File: config.mk
export PLATFORM = sky130hd
export DESIGN_NAME = nod_ctrl
export DESIGN_NICKNAME = d
export VERILOG_FILES = /design/src/rtl/nod_pkg.sv /design/src/rtl/nod_ctrl.sv
export SDC_FILE = /design/constraint.sdc
export NUM_CORES = 1
export LEC_CHECK = 0
export BUFFER_PORTS_ARGS = -buffer_cell sky130_fd_sc_hd__buf_2
export CORE_AREA = 2 2 39 41
export CTS_CLUSTER_SIZE = 12
export DETAILED_ROUTE_END_ITERATION = 8
export DIE_AREA = 0 0 41 43
export GPL_TIMING_DRIVEN = 0
export PLACE_DENSITY = 0.39
export SLEW_MARGIN = 10
export SYNTH_ARGS = -nofsm -noshare
export SYNTH_HDL_FRONTEND = slang
export SYNTH_SLANG_ARGS = --single-unit
File: constraint.sdc
create_clock -name clk -period 2.1 [get_ports clk]
set_input_delay 0.21 -clock clk [delete_from_list [all_inputs] [get_ports clk]]
set_output_delay 0.21 -clock clk [all_outputs]
set_load 0.005 [all_outputs]
File: src/rtl/nod_pkg.sv
`default_nettype none
// ----------------------------------------------------------------------------
// nod_pkg
// Shared types and constants of the nearest obstacle distance block: opcodes,
// result limits and the command and status groups that join the controller
// and the datapath.
// ----------------------------------------------------------------------------
package nod_pkg;

	localparam int CFG_W     = 11;
	localparam int IDX_W     = 10;
	localparam int DIST_W    = 16;
	localparam int FRAC_BITS = 16;

	localparam logic OP_LOAD  = 1'b0;
	localparam logic OP_QUERY = 1'b1;

	localparam logic [DIST_W-1:0] DIST_MAX = 16'hFFFF;

	typedef struct packed {
		logic load_wr;
		logic query_start;
		logic scan_issue;
		logic root_start;
		logic emit;
	} cmd_t;

	typedef struct packed {
		logic issue_done;
		logic pipe_busy;
		logic root_done;
		logic root_busy;
	} status_t;

endpackage
`default_nettype wire

File: src/rtl/nod_ctrl.sv
`default_nettype none
// ----------------------------------------------------------------------------
// nod_ctrl
// Controller state machine: takes requests, sequences the map scan, the
// pipeline drain, the square root and the result.
// ----------------------------------------------------------------------------
module nod_ctrl (
	input  wire logic             clk,
	input  wire logic             arst_n,
	input  wire logic             start,
	input  wire logic             op,
	input  wire nod_pkg::status_t status,
	output nod_pkg::cmd_t         cmd,
	output logic                  busy
);

	import nod_pkg::*;

	localparam logic [1:0] ST_IDLE  = 2'd0;
	localparam logic [1:0] ST_SCAN  = 2'd1;
	localparam logic [1:0] ST_DRAIN = 2'd2;
	localparam logic [1:0] ST_ROOT  = 2'd3;

	logic [1:0] state_q;
	logic [1:0] state_d;

	always_comb begin
		state_d = state_q;
		cmd     = '0;
		unique case (state_q)
			ST_IDLE: begin
				if (start) begin
					if (op == OP_QUERY) begin
						cmd.query_start = 1'b1;
						state_d         = ST_SCAN;
					end else begin
						cmd.load_wr = 1'b1;
					end
				end
			end
			ST_SCAN: begin
				cmd.scan_issue = 1'b1;
				if (status.issue_done) begin
					state_d = ST_DRAIN;
				end
			end
			ST_DRAIN: begin
				if (!status.pipe_busy) begin
					cmd.root_start = 1'b1;
					state_d        = ST_ROOT;
				end
			end
			ST_ROOT: begin
				if (status.root_done) begin
					cmd.emit = 1'b1;
					state_d  = ST_IDLE;
				end
			end
			default: begin
				state_d = ST_IDLE;
			end
		endcase
	end

	always_ff @(posedge clk or negedge arst_n) begin
		if (!arst_n) begin
			state_q <= ST_IDLE;
		end else begin
			state_q <= state_d;
		end
	end

	assign busy = (state_q != ST_IDLE);

	a_root_done_in_root: assert property (@(posedge clk) disable iff (!arst_n)
		status.root_done |-> state_q == ST_ROOT)
		else $error("square root finished outside its state");

	a_emit_once: assert property (@(posedge clk) disable iff (!arst_n)
		cmd.emit |=> !cmd.emit && state_q == ST_IDLE)
		else $error("result issued twice for one query");

endmodule
`default_nettype wire

==> metrics.md <==
| Metric | Value |
|---|---|
| Congestion Overflow GR | 0 |
| Final Hold Viols | 0 |
| Avg WL per Cell | 8.00 µm |
| Part of the cycle the worst path needs | 0.793 |
| Max Slew Vio Count | 0 |
| Worst-margin pin slew | 0.173 ns |
| Gate power share | 0.574 |
| Fin crit period | 1.67 ns |
| Start of the worst register-to-register path | state_q[1]$_DFFE_PN0P_ |
| Clock power share | 0.217 |
| Net Sw Frac | 0.378 |
| RSZ-0062 raised after global routing | no |
| Arr. time, crit path | 1.76 ns |
| DR vias/cell | 3.54 |
| NumNets Final | 53 |
| I/O pin count | 14 |
| Antenna diodes | 0 |
| RR Endpoint | state_q[1]$_DFFE_PN0P_ |
| Chip Width | 41 µm |
| Row cnt | 14 |
| Synth warnings | 0 |
| Initial antenna violation count | 0 |
| Post-Syn Instances | 22 |
| CP max-delay cell | a2111o_1 |
| CP Class | flip-flop to flip-flop |
| Largest registers | state_q (2) |
| Clock slew at reported path FFs | 0.03 ns |
| Core Region | 1380 µm² |
| DR DRC count | 0 |
| Slew HR | 0.883 |
| CP top delay family | compound AO/OA/AOI/OAI gates |
| Status | completed |
| Startpoint types | flip-flop |
| WP buf/inv | 1 |
| Die ar. | 1760 µm² |
| Pre-CTS WS | 0.427 ns |
| CTS tree | yes |
| Pin count of the biggest net entering global routing | 5 |
| Clk buf depth | 2 |
| CP max stage delay | 0.42 ns |
| Layout cells sized above 1 | 0.395 |
| Final Skew | 0.00108 ns |
| CP endpoint | state_q[1]$_DFFE_PN0P_ |
| R2r setup slk | 0.43 ns |
| CP required | 2.20 ns |
| CTS root buf | clkbuf_4 |
| Mapped Nets | 35 |
| Cts repair resizes | 0 |
| Final Util | 0.231 |
| Worst-path fanout max | 4 |
| Critical-path cell list | inv_1 > ha_1 > nor2b_1 > a2111o_1 > mux2_1 |
| 1st-iter DRT viols | 2 |
| Most common cell after layout, fill and taps aside | buf_2 |
| Vias | 191 |
| Max-cap check violation count | 0 |
| Die Y | 43 µm |
| LEAKAGE | 0.185 nW |
| Post-Syn Area | 206 µm² |
| Reg with most FFs | state_q |
| Peak VDD IR | 512 µV |
| Most frequent cells in the layout | buf_2 (12), ha_1 (5), inv_1 (3), nor2b_1 (3), clkbuf_4 (3) |
| Finish-stage setup viols | 0 |
| Sw power | 0.000146 W |
| GRT Resource Usage Total | 0.0533 |
| Int Pwr | 0.000240 W |
| Initial cell density of the core | 0.149 |
| Crit. Startpoint | state_q[1]$_DFFE_PN0P_ |
| Inserted Clock Buffers | 3 |
| Seq cells post-synth | 2 |
| Final worst slack | 0.434 ns |
| Setup TNS | 0 ns |
| TritonRoute pass-1 iters | 2 |
| Synth Area per Inst | 9.38 µm² |
| Max Freq | 0.600 GHz |
| PortBufs | 12 |
| Clk_lat worst skew | 0.22 ns |
| Pwr dens | 1210 nW/µm² |
| Register-to-Register Path Depth | 5 |
| Largest register FFs | 2 |
| Gpl congestion | 0.655 |
| Layout area overhead | 54.5% |
| Synth unique cells | 12 |
| Critical path capture point type | flip-flop |
| Clk sinks | 2 |
| Hold WC Path Type | primary input to async pin |
| Total wire length | 432 µm |
| Post-route ant nets | 0 |
| First-pass GRT wire length | 614 µm |
| Post-synthesis sequential area ratio | 0.242 |
| Clock H-tree levels | 1 |
| Sequential Power Share | 0.209 |
| Critical path depth | 5 |
| Vias in the first global route | 171 |
[cell families after synthesis]
family / Yosys count / share of synthesized area
flip-flops: 2 / 0.242
multiplexers: 2 / 0.103
adder cells (fa/ha/maj): 5 / 0.303
AND/OR/NAND/NOR: 8 / 0.206
AO/OA/AOI/OAI: 2 / 0.0909
buffers and inverters: 3 / 0.0545
[Yosys cell counts]
cell	instances	area (µm²)
ha_1	5	62.6
inv_1	3	11.3
nor2b_1	3	18.8
dfrtp_1	2	50.1
nor2_1	2	7.51
a2111o_1	1	11.3
a21boi_0	1	7.51
and2_1	1	6.26
and3_1	1	6.26
mux2_1	1	11.3
mux2i_1	1	10.0
nand2_1	1	3.75
[layer usage]
layer  global-route usage  up-vias  wire length, µm
li1                     -      104                -
met1               0.0613       74              191
met2               0.0781       13              176
met3                    0        0               64
met4               0.0600        0                0
met5                    0        -                0
[worst reg2reg max path, stage by stage (launching register included)]
cell and delay (ns):
dfrtp_1 0.38, inv_1 0.09, ha_1 0.19, nor2b_1 0.13, a2111o_1 0.42, mux2_1 0.33
[power by group through the flow]
stage          clock (W)  sequential [W]  combinational [W]
6_report       0.0000836       0.0000809           0.000222
5_1_grt        0.0000927       0.0000836           0.000263
4_1_cts        0.0000905       0.0000812           0.000229
3_5_place_dp           0       0.0000817           0.000227
3_3_place_gp           0       0.0000828           0.000225
2_1_floorplan          0       0.0000762           0.000158
[metrics by stage]
stage,hold WS (ns),area (µm²),instances,total power [W]
global placement,-0.00352,287,50,0.000308
CTS,0.293,319,54,0.000400
floorplan,-0.0856,206,22,0.000234
finish,0.314,319,54,0.000386
global route,0.321,319,54,0.000439
detailed placement,-0.00307,287,50,0.000309
[repair_timing]
item	CTS	global route
endpoints found under the hold margin	2	0
buffers inserted	0	0
hold buffers	1	0
[worst min-delay path by stage]
stage                     slack, ns                endpoint   start
final                          0.31  state_q[0]$_DFFE_PN0P_  arst_n
after floorplan               -0.09  state_q[0]$_DFFE_PN0P_  arst_n
after detailed placement     -0.003  state_q[0]$_DFFE_PN0P_  arst_n
after global routing           0.32  state_q[0]$_DFFE_PN0P_  arst_n
after CTS                      0.29  state_q[0]$_DFFE_PN0P_  arst_n
after global placement       -0.004  state_q[0]$_DFFE_PN0P_  arst_n
[area by class of cell]
class                      count  area, µm²
multi-input combinational     17        145
sequential                     2       50.0
tap                           16       20.0
clock buffer                   3       22.5
fill                         163       1060
inverter                       3       11.3
timing repair buffer          13       70.1
No activity file was read; power rests on OpenSTA's default activity.
